==> src/sv/chs_pkg.sv <==
package chs_pkg;

  localparam int BUCKETS     = 256;
  localparam int WAYS        = 8;
  localparam int VALUE_BITS  = 32;
  localparam int CFG_BITS    = 9;
  localparam int IN_VALUE_BITS = 32;
  localparam int BUCKET_BITS = (BUCKETS > 1) ? $clog2(BUCKETS) : 1;
  localparam int REM_BITS    = $clog2(BUCKETS + 1);
  localparam int WAY_BITS    = (WAYS > 1) ? $clog2(WAYS) : 1;
  localparam int FILL_BITS   = $clog2(WAYS + 1);
  localparam int ENTRY_DEPTH = BUCKETS * WAYS;
  localparam int ENTRY_BITS  = (ENTRY_DEPTH > 1) ? $clog2(ENTRY_DEPTH) : 1;
  localparam int CNT_BITS    = $clog2(VALUE_BITS);
  localparam int QUEUE_DEPTH = 2;
  localparam int QPTR_BITS   = 1;
  localparam int QCNT_BITS   = 2;
  localparam logic [CFG_BITS-1:0] BUCKET_COUNT_RESET = CFG_BITS'(256);

  localparam logic KIND_CHECK  = 1'b0;
  localparam logic KIND_INSERT = 1'b1;

  typedef struct packed {
    logic                     kind;
    logic [IN_VALUE_BITS-1:0] value;
  } in_t;

  typedef struct packed {
    logic found;
    logic status;
  } out_t;

  typedef struct packed {
    logic                   kind;
    logic [VALUE_BITS-1:0]  value;
    logic [BUCKET_BITS-1:0] bucket;
  } item_t;

  typedef enum logic [1:0] {
    F_IDLE,
    F_DIV,
    F_PUSH
  } front_state_t;

  typedef enum logic [1:0] {
    B_IDLE,
    B_FILL,
    B_WALK
  } back_state_t;

endpackage

==> src/sv/chs_front.sv <==
module chs_front (
  input  logic                           clk,
  input  logic                           rst,
  input  logic                           item_valid,
  output logic                           item_ready,
  input  chs_pkg::in_t                   item,
  input  logic                           cfg_valid,
  output logic                           cfg_ready,
  input  logic [chs_pkg::CFG_BITS-1:0]   cfg_data,
  output logic                           push_valid,
  input  logic                           push_ready,
  output chs_pkg::item_t                 push_data
);
  import chs_pkg::*;

  front_state_t          state, state_next;
  logic [CFG_BITS-1:0]   bucket_count;
  logic [REM_BITS-1:0]   divisor;
  logic [REM_BITS-1:0]   divisor_next;
  logic [REM_BITS-1:0]   rem;
  logic [REM_BITS:0]     trial;
  logic [VALUE_BITS-1:0] val_sh;
  logic [VALUE_BITS-1:0] value;
  logic                  kind;
  logic [CNT_BITS-1:0]   cnt;

  always_comb begin
    if (bucket_count == '0) begin
      divisor_next = REM_BITS'(1);
    end else if (32'(bucket_count) > BUCKETS) begin
      divisor_next = REM_BITS'(BUCKETS);
    end else begin
      divisor_next = REM_BITS'(bucket_count);
    end
  end

  assign trial = {rem, val_sh[VALUE_BITS-1]};

  always_comb begin
    state_next = state;
    unique case (state)
      F_IDLE: if (item_valid) state_next = F_DIV;
      F_DIV:  if (cnt == '0) state_next = F_PUSH;
      F_PUSH: if (push_ready) state_next = F_IDLE;
      default: state_next = F_IDLE;
    endcase
  end

  always_comb begin
    item_ready = (state == F_IDLE);
    push_valid = (state == F_PUSH);
    cfg_ready  = 1'b1;
    push_data.kind   = kind;
    push_data.value  = value;
    push_data.bucket = BUCKET_BITS'(rem);
  end

  always_ff @(posedge clk) begin
    if (rst) begin
      state        <= F_IDLE;
      bucket_count <= BUCKET_COUNT_RESET;
    end else begin
      state <= state_next;
      if (cfg_valid) begin
        bucket_count <= cfg_data;
      end
    end
  end

  always_ff @(posedge clk) begin
    case (state)
      F_IDLE: begin
        if (item_valid) begin
          kind    <= item.kind;
          value   <= VALUE_BITS'(item.value);
          val_sh  <= VALUE_BITS'(item.value);
          rem     <= '0;
          cnt     <= CNT_BITS'(VALUE_BITS - 1);
          divisor <= divisor_next;
        end
      end
      F_DIV: begin
        if (trial >= {1'b0, divisor}) begin
          rem <= REM_BITS'(trial - {1'b0, divisor});
        end else begin
          rem <= REM_BITS'(trial);
        end
        val_sh <= {val_sh[VALUE_BITS-2:0], 1'b0};
        cnt    <= cnt - 1'b1;
      end
      default: begin
      end
    endcase
  end

endmodule

==> config.mk <==
export PLATFORM = sky130hd
export DESIGN_NAME = chs_front
export DESIGN_NICKNAME = d
export VERILOG_FILES = /design/src/sv/chs_pkg.sv /design/src/sv/chs_front.sv
export SDC_FILE = /design/constraint.sdc
export NUM_CORES = 1
export LEC_CHECK = 0
export CAP_MARGIN = 10
export CORE_MARGIN = 5
export CORE_UTILIZATION = 33
export CTS_CLUSTER_DIAMETER = 60
export DETAILED_ROUTE_END_ITERATION = 12
export DONT_BUFFER_PORTS = 1
export PLACE_DENSITY_LB_ADDON = 0.12
export SLEW_MARGIN = 20
export SYNTH_ARGS = -nofsm -noshare
export SYNTH_HDL_FRONTEND = slang
export SYNTH_SLANG_ARGS = --single-unit
==> constraint.sdc <==
create_clock -name clk -period 5.8 [get_ports clk]
set_input_delay 0.87 -clock clk [delete_from_list [all_inputs] [get_ports clk]]
set_output_delay 0.87 -clock clk [all_outputs]
set_load 0.005 [all_outputs]
==> run metrics <==
area leader, netlist edfxtp_1; num ports 91; Max rail drop VDD 125 µV; drt first pass iters 4; Initial DRC Count 91; Fin. Hold Viols 0; worst relative slew slack 34.3%; Ant. Diodes 0; Max Root-Sink Buffers 2; Avg WL per Cell 16.1 µm; f_max 400 MHz; Final nets 408; IO buf count 0; post-route clock period utilization 43.1%; status finished clean; Yosys reg bits 99; CTS resizes 0; clk root buf clkbuf_16; Yosys cell types 44; Syn Nets 420; hold crit path type reg2reg; CTS clk-pin slew, worst paths 70 ps; non-filler cells in the finished layout 524; Final setup viols 0; Cells after DPL 508; vias in the first global route 2448; initial antenna violation count 0; max-cap violations 0; CTS Hold Bufs 0; asr flop ratio synth 0%; count leader, synth nand2_1; Die H 124 µm; Crit Path Max Fanout 7; Vias per Instance 4.63; maximum number of pins on one net before global-route repair 47; post-route ant nets 0; Num CTS Buffers 9; Layout area overhead 9.74%; Mapped Avg Cell Area 12.0 µm²; Final Core Density 37.1%; DIE AREA 15400 µm²; main area contributors after synthesis edfxtp_1, nand2_1, dfxtp_1; Core Region 12700 µm²; Slew Viols, Final 0; startpoint types flop; Commonest cells post-synth nand2_1, edfxtp_1, inv_1, nor2_1, ha_1; Main synth FF type edfxtp_1; clk sinks 99; Setup TNS Final 0 ps; layout cells sized above 1 6.82%; global-route total usage across every layer 11.2%; Skew-Pair Late Insertion Delay 350 ps; Die Span X 124 µm; Vias 2424; Lkg Pwr 1.88 nW; Synth Cell Area 4300 µm²; H-tree depth 3; post-route clock skew 5.94 ps; row cnt 41; Synth top area share 61.4%; Starting Density 33.8%; EDFF count, synth 88; Critical Path RT 5860 ps; first-pass GRT wire length 13600 µm; RSZ-0062 raised after global routing false; worst slew pin tran 986 ps; worst setup path class reg2reg; setup bufs post-CTS 0; Syn Inst Count 359; GRT overflow 0; Seq/Total Area, Yosys 66.5%; nature of the critical path endpoint flop; CTS tree done; Worst Path Arrival 2560 ps; min cycle time layout 2500 ps; Final HPWL DP 5730 µm; GP Congestion 0.769; Ys Warns 0; drt total wl 8430 µm; DRC Markers 0; PD cells 366 nW/µm²
## state kept, by name (all words and copies together), names as in the netlist
register,count
bucket_count,9
cnt,5
divisor,9
kind,1
rem,9
state,2
val_sh,32
value,32
## layout make-up
cell class / instances / area (µm²)
Sequential cell: 99 / 2860
Clock buffer: 10 / 229
Tap cell: 172 / 215
Clock inverter: 6 / 93.8
Inverter: 19 / 71.3
Multi-Input combinational cell: 218 / 1250
Fill cell: 1287 / 8000
## worst max-delay path: stages (launching register included)
cell      delay (ps)
edfxtp_1         380
inv_1             70
ha_1             160
inv_1             60
fa_1             410
a21oi_2          220
a211oi_2         110
or3_1            520
nor2_1           210
a211oi_2          70
## metal layers
layer | vias up | track usage (%) | wire (µm)
met5 | - | 0 | 0
met4 | 0 | 5.22 | 181
met3 | 12 | 4.76 | 564
met2 | 59 | 17.7 | 3970
met1 | 1145 | 13.4 | 3720
li1 | 1208 | - | -
## cell usage in the layout, fill, tap and decap left out, drive strengths merged, types with 4 or more instances in the layout
cell type / instances
a21oi: 11
and2: 9
clkbuf: 10
dfxtp: 11
edfxtp: 88
ha: 13
inv: 22
mux2i: 12
nand2: 102
nand3: 7
nor2: 19
o21ai: 6
xnor2: 4
## report_power, final
part           switching, mW  leakage (nW)  internal [mW]
Combinational          0.118         0.781         0.0726
Clock                  0.273         0.159          0.384
Sequential            0.0315         0.943          0.850
## cell families after synthesis
group           count (synthesis)  synth area share [%]
other cells                     1                0.0871
compound gates                 34                  5.58
simple gates                  151                  14.8
mux                            12                  2.79
buf+inv                        42                  4.74
fa+ha+maj                      14                  4.24
xor+xnor                        6                  1.22
flops                          99                  66.5
## stage by stage
stage               instance area, µm²  power [mW]  hold slack [ps]  setup WS [ps]
floorplan                         4300        1.06              455           2710
global placement                  4400        1.09              487           2630
detailed placement                4400        1.09              495           2560
CTS                               4720        1.75              515           2850
global route                      4720        1.82              534           3100
finish                            4720        1.73              508           3300
## worst paths after layout
kind                                      startpoint                    to  slack, ps  cells after the start
worst min-delay path            val_sh[27]$_DFFE_PP_  val_sh[28]$_DFFE_PP_        510                      2
worst max register to register  val_sh[31]$_DFFE_PP_  rem[0]$_SDFFCE_PN0P_       3300                      9
worst min register to register  val_sh[27]$_DFFE_PP_  val_sh[28]$_DFFE_PP_        510                      2
worst max-delay path            val_sh[31]$_DFFE_PP_  rem[0]$_SDFFCE_PN0P_       3300                      9
(Power assumes the default switching activity.)
