$ cat src/sv/chs_pkg.sv
package chs_pkg;

  localparam int BUCKETS     = 256;
  localparam int WAYS        = 8;
  localparam int VALUE_BITS  = 32;
  localparam int CFG_BITS    = 9;
  localparam int IN_VALUE_BITS = 32;
  localparam int BUCKET_BITS = (BUCKETS > 1) ? $clog2(BUCKETS) : 1;
  localparam int REM_BITS    = $clog2(BUCKETS + 1);
  localparam int WAY_BITS    = (WAYS > 1) ? $clog2(WAYS) : 1;
  localparam int FILL_BITS   = $clog2(WAYS + 1);
  localparam int ENTRY_DEPTH = BUCKETS * WAYS;
  localparam int ENTRY_BITS  = (ENTRY_DEPTH > 1) ? $clog2(ENTRY_DEPTH) : 1;
  localparam int CNT_BITS    = $clog2(VALUE_BITS);
  localparam int QUEUE_DEPTH = 2;
  localparam int QPTR_BITS   = 1;
  localparam int QCNT_BITS   = 2;
  localparam logic [CFG_BITS-1:0] BUCKET_COUNT_RESET = CFG_BITS'(256);

  localparam logic KIND_CHECK  = 1'b0;
  localparam logic KIND_INSERT = 1'b1;

  typedef struct packed {
    logic                     kind;
    logic [IN_VALUE_BITS-1:0] value;
  } in_t;

  typedef struct packed {
    logic found;
    logic status;
  } out_t;

  typedef struct packed {
    logic                   kind;
    logic [VALUE_BITS-1:0]  value;
    logic [BUCKET_BITS-1:0] bucket;
  } item_t;

  typedef enum logic [1:0] {
    F_IDLE,
    F_DIV,
    F_PUSH
  } front_state_t;

  typedef enum logic [1:0] {
    B_IDLE,
    B_FILL,
    B_WALK
  } back_state_t;

endpackage

$ cat src/sv/chs_fifo.sv
module chs_fifo (
  input  logic           clk,
  input  logic           rst,
  input  logic           push_valid,
  output logic           push_ready,
  input  chs_pkg::item_t push_data,
  output logic           pop_valid,
  input  logic           pop_ready,
  output chs_pkg::item_t pop_data
);
  import chs_pkg::*;

  item_t                slots [QUEUE_DEPTH];
  logic [QPTR_BITS-1:0] wr_ptr;
  logic [QPTR_BITS-1:0] rd_ptr;
  logic [QCNT_BITS-1:0] count;
  logic                 do_push;
  logic                 do_pop;

  assign push_ready = (32'(count) < QUEUE_DEPTH);
  assign pop_valid  = (count != '0);
  assign pop_data   = slots[rd_ptr];
  assign do_push    = push_valid && push_ready;
  assign do_pop     = pop_valid && pop_ready;

  always_ff @(posedge clk) begin
    if (rst) begin
      wr_ptr <= '0;
      rd_ptr <= '0;
      count  <= '0;
    end else begin
      if (do_push) wr_ptr <= wr_ptr + 1'b1;
      if (do_pop)  rd_ptr <= rd_ptr + 1'b1;
      if (do_push && !do_pop) begin
        count <= count + 1'b1;
      end else if (do_pop && !do_push) begin
        count <= count - 1'b1;
      end
    end
  end

  always_ff @(posedge clk) begin
    if (do_push) begin
      slots[wr_ptr] <= push_data;
    end
  end

endmodule

$ cat config.mk
export PLATFORM = sky130hd
export DESIGN_NAME = chs_fifo
export DESIGN_NICKNAME = d
export VERILOG_FILES = /design/src/sv/chs_pkg.sv /design/src/sv/chs_fifo.sv
export SDC_FILE = /design/constraint.sdc
export NUM_CORES = 1
export LEC_CHECK = 0
export BUFFER_PORTS_ARGS = -buffer_cell sky130_fd_sc_hd__buf_2
export CAP_MARGIN = 20
export CORE_UTILIZATION = 46
export DETAILED_ROUTE_END_ITERATION = 16
export PLACE_DENSITY = 0.74
export SLEW_MARGIN = 20
export SYNTH_ARGS = -nofsm -noshare
export SYNTH_HDL_FRONTEND = slang
export SYNTH_SLANG_ARGS = --single-unit
$ cat constraint.sdc
create_clock -name clk -period 2.7 [get_ports clk]
set_input_delay 0.135 -clock clk [delete_from_list [all_inputs] [get_ports clk]]
set_output_delay 0.135 -clock clk [all_outputs]
set_load 0.05 [all_outputs]
==> results.sh <==
export IMPL_status="finished clean"
export IMPL_initial_utilization=0.4885
export IMPL_grt_overflow=0
export IMPL_hp_class="in -> reg"
export IMPL_cts_sinks=87
export IMPL_synth_nets=197
export IMPL_first_pass_iters=4
export IMPL_endpoint="pop_data[1]"
export IMPL_ys_types=18
export IMPL_synth_top_family_by_area="multiplexers"
export IMPL_synth_compound_area_frac=0.004732
export IMPL_grt_use_total=0.1727
export IMPL_cts_setup_buffers=0
export IMPL_r2r_worst_path_cells=3
export IMPL_setup_tns_ns=0
export IMPL_layout_drive_gt1_share=0.5000
export IMPL_rr_startpoint="count[1]"
export IMPL_cts_htree_levels=3
export IMPL_min_period_ns=1.916
export IMPL_rsz0062_at_grt="false"
export IMPL_fp_coreArea_um2=6495
export IMPL_synthMostInstantiatedCell="edfxtp_1"
export IMPL_path_cells="buf_12, mux2_2, buf_2"
export IMPL_grt_first_pass_wirelength_um=9156
export IMPL_remaining_drc_errors=0
export IMPL_fp_dieW_um=85.06
export IMPL_clockRootBuffer="clkbuf_8"
export IMPL_seq_area_frac_synth=0.8076
export IMPL_grt_pass1_vias=1881
export IMPL_crit_fanout=26
export IMPL_synth_simple_gate_area_frac=0.01498
export IMPL_r2r_end="slots[0][32]"
export IMPL_die_h_um=85.06
export IMPL_drt_total_wl_um=5835
export IMPL_synth_area_um2=3173
export IMPL_hold_slack_ns=0.02320
export IMPL_max_freq_mhz=522.0
export IMPL_worst_pin_slew_ns=0.5512
export IMPL_antenna_diode_count=0
export IMPL_wl_per_cell_um=15.73
export IMPL_synth_xor_area_frac=0.01104
export IMPL_relSlewSlack=0.6318
export IMPL_yosys_top_cells_count="82 x edfxtp_1, 38 x mux2_2, 5 x dfxtp_1"
export IMPL_yosys_warnings=0
export IMPL_clock_latency_ns=0.35
export IMPL_synthMuxAreaShare=0.1455
export IMPL_nets=335
export IMPL_synth_cells=151
export IMPL_rows=29
export IMPL_ir_drop_v=0.0008389
export IMPL_async_flop_share=0
export IMPL_hpwl_um=3533
export IMPL_cts_buffers=9
export IMPL_io_pins=88
export IMPL_final_max_slew_viol_count=0
export IMPL_ys_seq_elements=87
export IMPL_avgSynthCellArea_um2=21.01
export IMPL_worstSetupEndpointType="primary output"
export IMPL_power_leakage_nw=1.686
export IMPL_grt_max_degree=33
export IMPL_yosys_area_share_adder=0.003943
export IMPL_cts_buffer_depth=2
export IMPL_drt_iter0_markers=83
export IMPL_clk_pin_slew_ns=0.07
export IMPL_ys_flop_type="edfxtp_1"
export IMPL_cp_slowest_cell="dfxtp_2"
export IMPL_antenna_found_initial=0
export IMPL_maxCapViolCount=0
export IMPL_skew_ns=0.01004
export IMPL_cts_resized=0
export IMPL_port_buffers=87
export IMPL_p_per_area_nw_per_um2=1063
export IMPL_critPathLaunchType="register"
export IMPL_power_total_mw=4.694
export IMPL_ant_nets=0
export IMPL_yosys_top_cells_area="edfxtp_1 78%, mux2_2 13%, dfxtp_1 3.2%, mux2_1 1.1%, buf_4 0.95%"
export IMPL_setup_viol=0
export IMPL_vias=1781
export IMPL_hold_viol=0
export IMPL_fin_crit_sh=0.7095
export IMPL_critical_path_arrival_ns=1.78
export IMPL_rrSetupSlack_ns=1.00
export IMPL_synth_top_area_cell="edfxtp_1"
export IMPL_dieArea_um2=7234
export IMPL_cts_tree="yes"
export IMPL_viasPerCell=4.801
export IMPL_yosysTopAreaCellShare=0.7760
export IMPL_routabilityCongestion=0.7109
export IMPL_crit_required_ns=2.57
export IMPL_worstSetupPathType="reg -> out"
export IMPL_synth_edf_count=82
export IMPL_syn2layout_area_growth_pct=39.24
export IMPL_cpPeakStageDelay_ns=0.60
power breakdown:
part / internal [mW] / total, mW / leakage (nW) / switching [mW]
Combinational: 0.526 / 1.72 / 0.752 / 1.19
Sequential: 1.74 / 1.83 / 0.806 / 0.0956
Clock: 0.707 / 1.14 / 0.128 / 0.435
Total: 2.97 / 4.69 / 1.69 / 1.72
cell families after synthesis:
kind of cell,after synthesis
flops,87
mux,41
simple gates,9
buf+inv,6
xor+xnor,4
compound gates,3
fa+ha+maj,1
sequential cells by signal, indices dropped and copies added, names as in the netlist, named ones only:
name / count
slots: 82
count: 2
rd_ptr: 1
wr_ptr: 1
per-stage QoR:
stage               setup slack [ns]  std cells    util  instance area (um2)
floorplan                     0.5991        151       -                 3176
global placement               1.011        314  0.5770                 3747
detailed placement            0.9779        314  0.5770                 3747
CTS                           0.7622        371  0.6802                 4418
global route                  0.6960        371  0.6802                 4418
finish                        0.7843        371  0.6802                 4418
area by class of cell:
class	count	area [um2]
fill	438	2077
sequential	87	2564
clock inverter	6	132.6
clock buffer	10	127.6
tap	77	96.34
inverter	1	3.754
timing repair buffer	132	913.4
multi-input combinational	58	580.6
worst min-delay path by stage:
stage | startpoint | endpoint | cells after the start
after floorplan | rst | count[1] | 1
after global placement | push_data[39] | slots[1][39] | 1
after detailed placement | push_data[27] | slots[0][27] | 1
after CTS | rst | register | 2
after global routing | rst | register | 2
final | rst | wr_ptr | 2
layer usage:
layer  vias to the layer above  GRT usage  wire, um
met1                       849     0.2080      2452
li1                        859          -         -
met4                         0    0.06009        47
met2                        69     0.2889      2913
met5                         -          0         0
met3                         4    0.06226       421
cell usage in the layout, fill, tap and decap left out, drive strengths merged, types with 2 or more instances in the layout:
cell         Yosys  routed
dlygate4sd3      0      41
nor2             4       4
clkinv           0       2
bufinv           0       4
o21ai            2       2
xor2             3       3
mux2            41      41
buf              5      91
dfxtp            5       5
edfxtp          82      82
clkbuf           0      10
what timing repair did:
action                                  in CTS  in global routing
endpoints found under the setup margin       0                  0
hold buffers                                41                  0
hold endpoints to repair                    82                  0
worst max-delay path, delay by kind of cell (launching register included):
family / cells / cell delay (ns)
flip-flops: 1 / 0.60
buffers and inverters: 2 / 0.46
multiplexers: 1 / 0.37
Note: power is estimated with default switching activity, not from simulation.
